## src/sv/dcc_pkg.sv

```systemverilog
// Types and constants shared by the DCC baseline packet generator.
package dcc_pkg;

    localparam logic [1:0] MODE_THROTTLE = 2'd0;
    localparam logic [1:0] MODE_ESTOP    = 2'd1;
    localparam logic [1:0] MODE_PROBE    = 2'd2;

    localparam logic [1:0] CFG_ONE_PERIOD    = 2'd0;
    localparam logic [1:0] CFG_ZERO_PERIOD   = 2'd1;
    localparam logic [1:0] CFG_REVERSE_LIMIT = 2'd2;
    localparam logic [1:0] CFG_FORWARD_START = 2'd3;

    localparam logic [7:0] ONE_PERIOD_RESET    = 8'd56;
    localparam logic [7:0] ZERO_PERIOD_RESET   = 8'd112;
    localparam logic [9:0] REVERSE_LIMIT_RESET = 10'd255;
    localparam logic [9:0] FORWARD_START_RESET = 10'd769;

    localparam logic [7:0] DATA_SPEED_BASE = 8'b0100_0000;
    localparam logic [7:0] DATA_DIR_FWD    = 8'b0010_0000;
    localparam logic [7:0] DATA_ESTOP      = 8'b0110_0001;
    localparam logic [7:0] DATA_PROBE      = 8'b0111_1110;
    localparam logic [7:0] ESTOP_ADDRESS   = 8'd0;

    // Start bit, address, separator, data, separator, error byte, end bit.
    localparam int TAIL_BITS = 28;

    typedef struct packed {
        logic [1:0] mode;
        logic [7:0] target_address;
        logic [9:0] throttle;
    } t_in_item;

    typedef struct packed {
        logic       line_bit;
        logic [7:0] period_ticks;
        logic [6:0] high_ticks;
        logic       last_bit;
    } t_out_item;

endpackage

```

## src/sv/dcc_baseline_packet_generator.sv

```systemverilog
// DCC baseline packet generator: builds one packet per request and sends it bit by bit.
//
//   channel   direction  handshake                 payload
//   in        input      i_in_valid / o_in_stall   t_in_item  (mode, address, throttle)
//   out       output     o_out_valid / i_out_stall t_out_item (bit, period, mark, last)
//   cfg       input      i_cfg_we                  i_cfg_index, i_cfg_data
//
// A packet is PREAMBLE_BITS + 28 output items, 41 at the default, one per cycle while
// out is not stalled; the bit serializer emits them in order.
// One request is held in a pending buffer while the previous packet is sent, so
// packets follow each other without a gap. A mode 3 request is taken and dropped.
// Reset is synchronous and clears the control state and the registers to defaults.
// A stall on out holds the output register and pauses the serializer.
module dcc_baseline_packet_generator #(
    parameter int PREAMBLE_BITS = 13
) (
    input  logic                i_clk,
    input  logic                i_rst_n,
    input  logic                i_in_valid,
    output logic                o_in_stall,
    input  dcc_pkg::t_in_item   i_in_item,
    output logic                o_out_valid,
    input  logic                i_out_stall,
    output dcc_pkg::t_out_item  o_out_item,
    input  logic                i_cfg_we,
    input  logic [1:0]          i_cfg_index,
    input  logic [9:0]          i_cfg_data
);
    import dcc_pkg::*;

    localparam int FRAME_BITS = PREAMBLE_BITS + TAIL_BITS;
    localparam int CW         = $clog2(FRAME_BITS);
    localparam logic [CW-1:0] LAST_POS = CW'(FRAME_BITS - 1);
    localparam logic [CW-1:0] PRE_POS  = CW'(PREAMBLE_BITS);

    logic [7:0] r_one_period, r_zero_period;
    logic [9:0] r_reverse_limit, r_forward_start;
    logic       r_direction, n_direction;

    logic       r_pend_valid, n_pend_valid;
    logic [7:0] r_pend_addr, n_pend_addr;
    logic [7:0] r_pend_data, n_pend_data;

    logic                 r_busy, n_busy;
    logic [CW-1:0]        r_cnt, n_cnt;
    logic [TAIL_BITS-1:0] r_tail, n_tail;

    logic       r_out_valid, n_out_valid;
    t_out_item  r_out_item, n_out_item;

    logic       in_accept, out_free, advance, finish, load;
    logic [9:0] mag;
    logic [3:0] speed;
    logic [7:0] req_addr, req_data;
    logic       req_ok, cur_bit;
    logic [7:0] cur_period;

    assign in_accept = i_in_valid && !o_in_stall;
    assign out_free  = !r_out_valid || !i_out_stall;
    assign advance   = r_busy && out_free;
    assign finish    = advance && (r_cnt == LAST_POS);
    assign load      = r_pend_valid && (!r_busy || finish);

    // Configuration registers.
    always_ff @(posedge i_clk) begin
        if (!i_rst_n) begin
            r_one_period    <= ONE_PERIOD_RESET;
            r_zero_period   <= ZERO_PERIOD_RESET;
            r_reverse_limit <= REVERSE_LIMIT_RESET;
            r_forward_start <= FORWARD_START_RESET;
        end else if (i_cfg_we) begin
            case (i_cfg_index)
                CFG_ONE_PERIOD:    r_one_period    <= i_cfg_data[7:0];
                CFG_ZERO_PERIOD:   r_zero_period   <= i_cfg_data[7:0];
                CFG_REVERSE_LIMIT: r_reverse_limit <= i_cfg_data;
                CFG_FORWARD_START: r_forward_start <= i_cfg_data;
                default: ;
            endcase
        end
    end

    // Request decode: the packet's address and data byte.
    always_comb begin
        n_direction = r_direction;
        mag         = 10'd0;
        req_ok      = 1'b1;
        req_addr    = i_in_item.target_address;
        req_data    = DATA_PROBE;
        if (i_in_item.throttle <= r_reverse_limit) begin
            mag = r_reverse_limit - i_in_item.throttle;
        end else if (i_in_item.throttle >= r_forward_start) begin
            mag = i_in_item.throttle - r_forward_start;
        end
        // Saturate at 255, then keep the top nibble.
        speed = (|mag[9:8]) ? 4'hF : mag[7:4];
        case (i_in_item.mode)
            MODE_THROTTLE: begin
                if (i_in_item.throttle <= r_reverse_limit) begin
                    n_direction = 1'b0;
                end else if (i_in_item.throttle >= r_forward_start) begin
                    n_direction = 1'b1;
                end
                req_data = DATA_SPEED_BASE | (n_direction ? DATA_DIR_FWD : 8'd0)
                         | {4'd0, speed};
            end
            MODE_ESTOP: begin
                req_addr = ESTOP_ADDRESS;
                req_data = DATA_ESTOP;
            end
            MODE_PROBE: begin
                req_data = DATA_PROBE;
            end
            default: req_ok = 1'b0;
        endcase
        if (!in_accept) begin
            n_direction = r_direction;
        end
    end

    // Pending buffer, serializer and output register.
    always_comb begin
        n_pend_valid = r_pend_valid;
        n_pend_addr  = r_pend_addr;
        n_pend_data  = r_pend_data;
        n_busy       = r_busy;
        n_cnt        = r_cnt;
        n_tail       = r_tail;
        n_out_valid  = r_out_valid;
        n_out_item   = r_out_item;

        cur_bit    = (r_cnt < PRE_POS) ? 1'b1 : r_tail[TAIL_BITS-1];
        cur_period = cur_bit ? r_one_period : r_zero_period;

        if (out_free) begin
            n_out_valid = advance;
        end
        if (advance) begin
            n_out_item.line_bit     = cur_bit;
            n_out_item.period_ticks = cur_period;
            n_out_item.high_ticks   = cur_period[7:1];
            n_out_item.last_bit     = (r_cnt == LAST_POS);
            n_cnt = r_cnt + CW'(1);
            if (r_cnt >= PRE_POS) begin
                n_tail = {r_tail[TAIL_BITS-2:0], 1'b0};
            end
            if (finish) begin
                n_busy = 1'b0;
                n_cnt  = '0;
            end
        end

        if (load) begin
            n_busy       = 1'b1;
            n_cnt        = '0;
            n_tail       = {1'b0, r_pend_addr, 1'b0, r_pend_data, 1'b0,
                            r_pend_addr ^ r_pend_data, 1'b1};
            n_pend_valid = 1'b0;
        end
        if (in_accept && req_ok) begin
            n_pend_valid = 1'b1;
            n_pend_addr  = req_addr;
            n_pend_data  = req_data;
        end
    end

    always_ff @(posedge i_clk) begin
        if (!i_rst_n) begin
            r_direction  <= 1'b0;
            r_pend_valid <= 1'b0;
            r_busy       <= 1'b0;
            r_cnt        <= '0;
            r_out_valid  <= 1'b0;
        end else begin
            r_direction  <= n_direction;
            r_pend_valid <= n_pend_valid;
            r_busy       <= n_busy;
            r_cnt        <= n_cnt;
            r_out_valid  <= n_out_valid;
        end
        r_pend_addr <= n_pend_addr;
        r_pend_data <= n_pend_data;
        r_tail      <= n_tail;
        r_out_item  <= n_out_item;
    end

    assign o_in_stall  = r_pend_valid;
    assign o_out_valid = r_out_valid;
    assign o_out_item  = r_out_item;

    a_idle_count: assert property (@(posedge i_clk) disable iff (!i_rst_n)
        !r_busy |-> r_cnt == '0)
        else $error("serializer count not cleared while idle");

    a_pend_loaded: assert property (@(posedge i_clk) disable iff (!i_rst_n)
        r_pend_valid && !r_busy |=> r_busy)
        else $error("pending packet not started");

    a_end_bit_one: assert property (@(posedge i_clk) disable iff (!i_rst_n)
        o_out_valid && o_out_item.last_bit |-> o_out_item.line_bit)
        else $error("end bit of a packet is not a one");

    a_preamble_ones: assert property (@(posedge i_clk) disable iff (!i_rst_n)
        advance && r_cnt < PRE_POS |=> o_out_item.line_bit && !o_out_item.last_bit)
        else $error("preamble bit is not a one");

endmodule

```

## config.mk

```make
export PLATFORM = sky130hd
export DESIGN_NAME = dcc_baseline_packet_generator
export DESIGN_NICKNAME = d
export VERILOG_FILES = /design/src/sv/dcc_pkg.sv /design/src/sv/dcc_baseline_packet_generator.sv
export SDC_FILE = /design/constraint.sdc
export NUM_CORES = 1
export LEC_CHECK = 0
export ABC_AREA = 1
export BUFFER_PORTS_ARGS = -buffer_cell sky130_fd_sc_hd__buf_2
export CAP_MARGIN = 20
export CELL_PAD_IN_SITES_DETAIL_PLACEMENT = 0
export CELL_PAD_IN_SITES_GLOBAL_PLACEMENT = 1
export CORE_ASPECT_RATIO = 0.6
export CORE_MARGIN = 4
export CORE_UTILIZATION = 48
export DETAILED_ROUTE_END_ITERATION = 16
export MAX_ROUTING_LAYER = met4
export PLACE_DENSITY_LB_ADDON = 0.25
export SYNTH_ARGS = -nofsm -noshare
export SYNTH_HDL_FRONTEND = slang
export SYNTH_SLANG_ARGS = --single-unit
export TNS_END_PERCENT = 20
```

## constraint.sdc

```tcl
create_clock -name i_clk -period 3.4 [get_ports i_clk]
set_input_delay 0.34 -clock i_clk [delete_from_list [all_inputs] [get_ports i_clk]]
set_output_delay 0.34 -clock i_clk [all_outputs]
set_load 0.03 [all_outputs]
```

# Yosys cells after proc, flatten, opt, wreduce, memory -nomap -nowiden

Cells that the tools add are included.

Bits in registers: 107
Latch bits: 0
RAM bits: 0
Bits in read-only memories: 0
Input bits: 37
Output and inout bits: 19
Logic and storage cells: 81
Memories kept: 0

$add $sub $neg: 3
$mul: 0
Div/mod/pow operators: 0
$lt $le $gt $ge: 4
Equal/unequal tests: 6
Shift operators: 0
Multiplexer cells: 20
Bitwise operators: 3
Reduce and logical (&&, ||, !) cells: 28

Operator list:

| kind                                                              | number |
|---|---|
| 2-to-1 mux 27 bit                                                 | 3 |
| 2-to-1 mux 10 bit                                                 | 2 |
| subtractor 10 bit                                                 | 2 |
| AND reduction 2 bit                                               | 8 |
| one-hot mux 7 bit (2 select lines)                                | 1 |
| 2-to-1 mux 6 bit                                                  | 2 |
| greater-or-equal comparator 10 bit                                | 1 |
| <= comparator 10 bit                                              | 1 |
| 2-to-1 mux 1 bit                                                  | 10 |
| 2-to-1 mux 8 bit                                                  | 1 |
| nonzero test 2 bit                                                | 4 |
| XOR 8 bit                                                         | 1 |
| bitwise OR 7 x 4 -> 7 bit                                         | 1 |
| adder 6 x 1 -> 6 bit, second input constant                       | 1 |
| == test 2 bit, second input constant                              | 3 |
| == test 6 bit, second input constant                              | 1 |
| greater-or-equal comparator 6 x 4 -> 1 bit, second input constant | 1 |
| less-than comparator 6 x 4 -> 1 bit, second input constant        | 1 |
| logical AND 1 bit                                                 | 5 |
| == test 2 x 1 -> 1 bit, second input constant                     | 2 |
| zero test 1 bit                                                   | 4 |
| zero test 2 bit                                                   | 2 |
| 2-to-1 mux 4 bit                                                  | 1 |
| OR reduction 2 bit                                                | 2 |
| 3 further kinds                                                   | 4 |

# Depth between registers and ports, before layout

Gate-level depths: netlist (run 1).

Depth after elaboration: 8
Depth in mapped cells: 16
Depth with buffers taken out: 16

# Worst setup path after synthesis (run 1)

OpenSTA, ideal clock, no wires.

Path type: register to register
From: register r_out_valid, in the netlist o_out_valid
To: register r_tail[16], data pin
Library setup time: 255 ps
Arrival: 1777 ps
Required time: 3145 ps
Path slack: 1369 ps
Stages on the path, launching flop included: 10
Buffers on the path: 1
Clock period less this slack: 2031 ps
Cells stage by stage: dfxtp_1 > nand2_1 > nand2_2 > inv_2 > nand2_2 > nand2_2 > nand2_4 > buf_6 > nand2_2 > o21a_1

Longest elaborated chain between the ends: 7

RTL lines:

| what                   | line                                 | source |
|---|---|---|
| from (decl)            | dcc_baseline_packet_generator.sv:48  | `logic r_out_valid, n_out_valid;` |
| from (signal assigned) | dcc_baseline_packet_generator.sv:178 | `r_out_valid <= n_out_valid;` |
| zero test 1 bit        | dcc_baseline_packet_generator.sv:59  | `assign out_free = !r_out_valid \|\| !i_out_stall;` |
| logical OR 1 bit       | dcc_baseline_packet_generator.sv:59  |  |
| logical AND 1 bit      | dcc_baseline_packet_generator.sv:60  | `assign advance = r_busy && out_free;` |
| named net advance      | dcc_baseline_packet_generator.sv:51  | `logic in_accept, out_free, advance, finish, load;` |
| logical AND 1 bit      | dcc_baseline_packet_generator.sv:61  | `assign finish = advance && (r_cnt == LAST_POS);` |
| logical OR 1 bit       | dcc_baseline_packet_generator.sv:62  | `assign load = r_pend_valid && (!r_busy \|\| finish);` |
| logical AND 1 bit      | dcc_baseline_packet_generator.sv:62  |  |
| 2-to-1 mux 27 bit      | dcc_baseline_packet_generator.sv:152 | `if (load) begin` |
| to (signal assigned)   | dcc_baseline_packet_generator.sv:182 | `r_tail <= n_tail;` |
| to (decl)              | dcc_baseline_packet_generator.sv:46  | `logic [TAIL_BITS-1:0] r_tail, n_tail;` |

The timed path passes the listed nets, and every way through them passes these cells.
A chain may end at the register's enable or synchronous reset.

# Final worst setup path (run 1)

From: register r_cnt[0]
To: register r_tail[16], data pin

Longest elaborated chain between the ends: 5

RTL lines:

| what                   | line                                 | source |
|---|---|---|
| from (decl)            | dcc_baseline_packet_generator.sv:45  | `logic [CW-1:0] r_cnt, n_cnt;` |
| from (signal assigned) | dcc_baseline_packet_generator.sv:177 | `r_cnt <= n_cnt;` |
| == test 6 bit          | dcc_baseline_packet_generator.sv:61  |  |
| logical AND 1 bit      | dcc_baseline_packet_generator.sv:61  |  |
| logical OR 1 bit       | dcc_baseline_packet_generator.sv:62  |  |
| logical AND 1 bit      | dcc_baseline_packet_generator.sv:62  |  |
| 2-to-1 mux 27 bit      | dcc_baseline_packet_generator.sv:152 |  |

Every way passes these cells.

==> reports/summary.txt, run 1 <==
overall routing resource usage: 0.199
Post-CTS Setup Inserts: 0
# IOs: 56
Area Overhead vs Synth: 11.2%
Max-slew headroom: 0.523
LEAKAGE: 2.74 nW
Ys Warns: 0
worst-path cell chain: inv_1, ha_1, nand2_1, nor3_4, nand2_2, nand2_2, nand2_4, nand2_2, o21a_1
design area: 0.00575 sq mm
crit-path max cell delay: 450 ps
antenna viol nets, final: 0
most used cell, CP: nand2_2
clk sink count: 98
Total Neg Setup Slack: 0 ps
detailed-route DRC error count: 0
DRT Wirelength: 11.7 mm
final setup vio count: 0
Avg WL per Cell: 14.4 um
Initial Util: 0.491
vias after detailed routing: 4119
Std-Cell Rows: 29
share of cells above drive strength 1: 0.150
Die ar.: 0.0125 sq mm
clock root cell: clkbuf_16
Post-DP Area: 0.00549 sq mm
FF-to-FF Start: r_cnt[0]
Resized cells post-CTS: 0
Post-Syn Instances: 625
RR Endpoint: r_tail[16]
RSZ-0062 raised after global routing: no
number of synthesized flops with an enable pin: 48
routability congestion estimate: 0.955
Worst Slack Setup Final: 1100 ps
mean post-synth cell area: 8.26 sq um
first-pass GRT wire length: 18.7 mm
WHS Endpoint: r_forward_start[8]
Final Cycle Share: 0.677
final hold vios: 0
hold_buf cts: 0
synth unique cells: 44
chip height: 88.4 um
synthesized cell area: 0.00516 sq mm
max-slew violations: 0
Place WS: 1070 ps
PortBufs: 55
Metal-1 WL: 6.29 mm
routed length on met3: 726 um
hold depth: 3
CTS Buf Count: 9
Max clock buf depth: 2
vias per inst: 5.06
Crit Path Max Fanout: 36
Clock Latency Late Sink: 340 ps
H-tree depth: 3
CP Capture Type: register
met2 wire length: 4.63 mm
critical path startpoint category: register
clock-pin slew on the worst setup and hold paths: 70 ps
largest net degree at the start of global routing: 37
Fmax: 434 MHz
worst path required time: 3500 ps
fillers: 1003
CTS tree: built
first drt pass iteration count: 5
critical hold path startpoint: i_cfg_data[8]
Worst Reg-to-Reg Cells: 9
min Tclk post-route: 2300 ps
Starting DRT DRC Count: 304
R2R setup slack: 1100 ps
Post-Route Skew: 6.94 ps
number of global-route vias before repair: 3719
status: complete, no violations
Critical Path AT: 2400 ps
fraction of registers with async set/reset: 0
PwrDens: 464 mW/mm^2
ys flop type: dfxtp_1
critical path's slowest cell: nand2_2
GRT overflow: 0
Max Cap Viol: 0
Least-Margin Pin Slew: 713 ps
antenna diode count: 0
total core area: 0.0105 sq mm
flops & latches, synth: 98
initial antenna violation count: 0
kind of critical path: reg -> reg
Synthesized Nets: 686
worst hold-check path type: in -> reg
top layer used by detailed routing: met4
hpwl dp: 8.89 mm
Nets: 732
Seq/Total Area, Yosys: 0.473
Die W: 142 um
peak supply drop: 0.000255 V
==> cells in the mapped netlist (2+ instances only) <==
master	count	area (sq um)
o21ai_0	31	155
nand2_1	138	518
nor4_1	2	12.5
o21bai_1	5	37.5
o211ai_1	3	22.5
buf_6	2	22.5
ha_1	24	300
a21oi_1	28	140
nor3_2	2	20.0
clkbuf_1	9	33.8
inv_2	2	7.51
nor2_1	75	282
mux2_2	8	90.1
inv_1	89	334
a22oi_1	5	37.5
nand3_1	48	240
a31o_1	7	61.3
nor2_2	3	18.8
nand2_4	2	22.5
nand2_2	5	31.3
dfxtp_1	50	1000
nor3_1	3	15.0
xor2_1	7	61.3
buf_4	9	67.6
edfxtp_1	48	1440
nor2_4	2	22.5
==> per-stage QoR <==
stage / std cells / util / hold WS [ps] / power, mW
after global routing: 814 / 0.546 / 244 / 2.79
after global placement: 799 / 0.521 / 433 / 1.75
after detailed placement: 799 / 0.521 / 440 / 1.76
after CTS: 814 / 0.546 / 236 / 2.68
final: 814 / 0.546 / 251 / 2.67
after floorplan: 625 / - / 420 / 1.65
==> cell usage in the layout (no fill, tap or decap), types with 7 or more instances in the layout <==
| master | netlist | routed |
|---|---|---|
| nand2_1 | 138 | 138 |
| inv_1 | 89 | 89 |
| nor2_1 | 75 | 75 |
| buf_2 | 1 | 55 |
| dfxtp_1 | 50 | 50 |
| nand3_1 | 48 | 48 |
| edfxtp_1 | 48 | 48 |
| o21ai_0 | 31 | 31 |
| a21oi_1 | 28 | 28 |
| ha_1 | 24 | 24 |
| clkbuf_16 | 0 | 9 |
| mux2_2 | 8 | 8 |
| xor2_1 | 7 | 7 |
| a31o_1 | 7 | 7 |
==> cell families (layout without fill, tap and decap cells) <==
kind of cell / Yosys count / in the layout / synth area share
multiplexers: 8 / 8 / 0.0174
flip-flops: 98 / 98 / 0.473
AND/OR/NAND/NOR: 285 / 285 / 0.241
adder cells (fa/ha/maj): 24 / 24 / 0.0581
AO/OA/AOI/OAI: 87 / 87 / 0.101
buffers and inverters: 115 / 165 / 0.0964
XOR/XNOR: 8 / 8 / 0.0136
==> area by class of cell <==
type	instances	area, sq um	area share
Sequential cell	98	2440	0.425
Clock inverter	3	23.8	0.00414
Tap cell	139	174	0.0303
Clock buffer	12	236	0.0412
Inverter	93	354	0.0616
Multi-Input combinational cell	412	2220	0.387
Timing Repair Buffer	57	290	0.0505
==> layer usage <==
layer / track usage / up-vias
met5: - / -
met4: 0.0436 / 0
met3: 0.0410 / 5
met2: 0.261 / 106
met1: 0.308 / 1891
li1: - / 2117
==> critical path: cells and delay by family, from the launching register on <==
kind	cells	cell delay [ps]
and+or+nand+nor	6	1130
DFF	1	390
AOI/OAI and AO/OA	1	230
adders and majority gates	1	200
buffers and inverters	1	110
==> registers in the layout (all words and copies together), names as in the netlist <==
signal           flops
r_pend_addr          8
r_forward_start     10
r_reverse_limit     10
o_out_item          10
r_tail              28
r_zero_period        8
r_cnt                6
r_direction          1
r_pend_data          6
o_in_stall           1
r_busy               1
o_out_valid          1
r_one_period         8
==> worst max-delay path by stage <==
| stage | from | end | slack [ps] | cells after the start |
|---|---|---|---|---|
| finish | r_cnt[0] | r_tail[16] | 1100 | 9 |
| global placement | i_out_stall | r_tail[2] | 1120 | 8 |
| global route | r_cnt[0] | r_tail[16] | 890 | 9 |
| CTS | r_cnt[0] | r_tail[16] | 1070 | 9 |
| detailed placement | i_out_stall | r_tail[4] | 1070 | 8 |
| floorplan | o_out_valid | r_tail[16] | 1370 | 9 |
==> power by group <==
| group | internal (mW) | switching, mW |
|---|---|---|
| Combinational | 0.137 | 0.269 |
| Clock | 0.498 | 0.433 |
| Sequential | 1.30 | 0.0305 |
| Total | 1.93 | 0.732 |
Power figures use the tool's default switching activity.
==> run 2, diff against run 1 <==
--- a/config.mk
+++ b/config.mk
@@ -12,7 +12,7 @@
 export CELL_PAD_IN_SITES_GLOBAL_PLACEMENT = 1
 export CORE_ASPECT_RATIO = 0.6
 export CORE_MARGIN = 4
-export CORE_UTILIZATION = 48
+export CORE_UTILIZATION = 40
 export DETAILED_ROUTE_END_ITERATION = 16
 export MAX_ROUTING_LAYER = met4
 export PLACE_DENSITY_LB_ADDON = 0.25
==> constraint.sdc (replaced) <==
create_clock -name i_clk -period 1.9 [get_ports i_clk]
set_input_delay 0.19 -clock i_clk [delete_from_list [all_inputs] [get_ports i_clk]]
set_output_delay 0.19 -clock i_clk [all_outputs]
set_load 0.03 [all_outputs]
==> reports/summary.txt, run 2 (synthesized netlist as in run 1, its figures left out) <==
status: complete, no violations (unchanged)
Die ar.: 0.0149 sq mm (was 0.0125 sq mm)
LEAKAGE: 2.94 nW (was 2.74 nW)
largest reg by FF count: r_tail (unchanged)
chip height: 96.0 um (was 88.4 um)
Max clock buf depth: 2 (unchanged)
Crit Path Max Fanout: 4 (was 36)
first-pass GRT wire length: 21.1 mm (was 18.7 mm)
critical path startpoint category: register (unchanged)
final core utilization: 0.528 (was 0.546)
peak supply drop: 0.000483 V (was 0.000255 V)
vias per inst: 4.93 (was 5.06)
routability congestion estimate: 0.880 (was 0.955)
combinational power share: 0.193 (was 0.152)
max-slew violations: 0 (unchanged)
critical hold path startpoint: i_cfg_data[8] (unchanged)
Die W: 155 um (was 142 um)
Std-Cell Rows: 31 (was 29)
final hold vios: 0 (unchanged)
PwrDens: 782 mW/mm^2 (was 464 mW/mm^2)
antenna viol nets, final: 0 (unchanged)
clock root cell: clkbuf_16 (unchanged)
Fmax: 544 MHz (was 434 MHz)
commonest non-fill, non-tap cell in the layout: nand2_1 (unchanged)
Least-Margin Pin Slew: 448 ps (was 713 ps)
hold_buf cts: 0 (unchanged)
vias after detailed routing: 4310 (was 4119)
Starting DRT DRC Count: 367 (was 304)
Reg power frac: 0.468 (was 0.499)
overall routing resource usage: 0.188 (was 0.199)
Worst Slack Setup Final: 60.6 ps (was 1100 ps)
Initial Util: 0.419 (was 0.491)
WHS: 108 ps (was 251 ps)
Place WS: -103 ps (was 1070 ps)
first drt pass iteration count: 5 (unchanged)
worst setup path startpoint: r_forward_start[4] (was r_cnt[0])
clock-pin slew on the worst setup and hold paths: 70 ps (about the same)
share of cells above drive strength 1: 0.306 (was 0.150)
Net Sw Power: 1.44 mW (was 0.732 mW)
Nets: 765 (was 732)
Max Cap Viol: 0 (unchanged)
initial antenna violation count: 0 (unchanged)
CTS Buf Count: 9 (unchanged)
PortBufs: 55 (unchanged)
Pint: 3.65 mW (was 1.93 mW)
total core area: 0.0123 sq mm (was 0.0105 sq mm)
CTS tree: built (unchanged)
worst hold-check path type: in -> reg (unchanged)
DRT Wirelength: 13.4 mm (was 11.7 mm)
detailed-route DRC error count: 0 (unchanged)
commonest non-fill, non-tap cells in the layout: nand2_1, inv_1, nor2_1, buf_2, edfxtp_1 (was nand2_1, inv_1, nor2_1, buf_2, dfxtp_1)
dpl cells: 851 (was 799)
fillers: 1170 (was 1003)
Clock power frac: 0.338 (was 0.349)
Area Overhead vs Synth: 26.0% (was 11.2%)
RSZ-0062 raised after global routing: yes (was no)
worst path required time: 2000 ps (was 3500 ps)
number of global-route vias before repair: 4090 (was 3719)
Max-slew headroom: 0.699 (was 0.523)
# IOs: 56 (unchanged)
Critical Path AT: 1940 ps (was 2400 ps)
Avg WL per Cell: 15.3 um (was 14.4 um)
GRT overflow: 0 (unchanged)
largest net degree at the start of global routing: 26 (was 37)
clk sink count: 98 (unchanged)
final setup vio count: 0 (unchanged)
min Tclk post-route: 1840 ps (was 2300 ps)
Final Cycle Share: 0.968 (was 0.677)
Post-Route Skew: 6.71 ps (was 6.94 ps)
fin cells: 874 (was 814)
hpwl dp: 9.92 mm (was 8.89 mm)
antenna diode count: 0 (unchanged)
sw frac: 0.283 (was 0.275)
Clock Latency Late Sink: 340 ps (about the same)
max reg flops: 28 (unchanged)
kind of critical path: reg -> reg (unchanged)
H-tree depth: 3 (unchanged)
FF-to-FF Start: r_forward_start[4] (was r_cnt[0])
CP Capture Type: register (unchanged)
-- run 2: cell types whose count changed in the layout (fill, tap and decap cells not counted), sizes merged --
| cell | delta |
|---|---|
| buf | +32 |
| inv | -2 |
| clkbuf | +1 |
| clkinv | +2 |
| clkinvlp | +1 |
-- run 2: what timing repair did --
action	in CTS	in global routing
pin swaps	3	23
cloned	1	1
endpoints found under the setup margin	8	49
setup buffers	1	4
gates resized for setup	10	85
-- run 2: final timing paths --
kind	endpoint	slack, ps	depth (start not counted)
setup / recovery	r_pend_data[2]	60	13
hold / removal	r_forward_start[8]	110	3
setup reg to reg	r_pend_data[2]	60	13
hold reg to reg	r_one_period[3]	450	2
-- run 2: area by class of cell --
class                   instances  area (sq um)  share of cell area
clock buffers                  12           246              0.0379
well taps                     165           206              0.0317
clock inverters                 4          27.5             0.00423
multi-input cells             412          2620               0.402
inverters                      93           367              0.0563
flip-flops and latches         98          2460               0.377
repair buffers                 90           588              0.0903
-- run 2: critical path, stage by stage, from the launching register on --
cell	delay, ps
dfxtp_2	320
inv_2	50
ha_4	250
buf_4	140
a21oi_2	130
nand2_2	100
nand2_2	70
nand3_1	60
nand2_1	70
nand2_2	60
nand2_2	80
nand3_4	100
nor2_2	120
nor2_1	40
-- run 2: power by group through the flow --
stage / registers, mW / clock network, mW / logic [mW]
floorplan: 2.42 / 0 / 0.522
global placement: 2.42 / 0 / 0.797
detailed placement: 2.42 / 0 / 0.806
CTS: 2.38 / 1.75 / 0.847
global route: 2.39 / 1.85 / 1.10
finish: 2.38 / 1.72 / 0.985
-- run 2: per-layer routing --
layer | up-vias | part of all wire | track usage
met4 | 0 | 0.0084 | 0.0382
li1 | 2187 | - | -
met5 | - | 0 | -
met1 | 1993 | 0.52 | 0.279
met3 | 9 | 0.068 | 0.0418
met2 | 121 | 0.41 | 0.261
-- run 2: metrics by stage --
step / power [mW] / instance area (sq um) / TNS [ps]
after floorplan: 2.94 / 5170 / 0
after global placement: 3.22 / 5730 / -237
after detailed placement: 3.23 / 5730 / -481
after CTS: 4.98 / 6110 / 0
after global routing: 5.34 / 6510 / -390
final: 5.09 / 6510 / 0
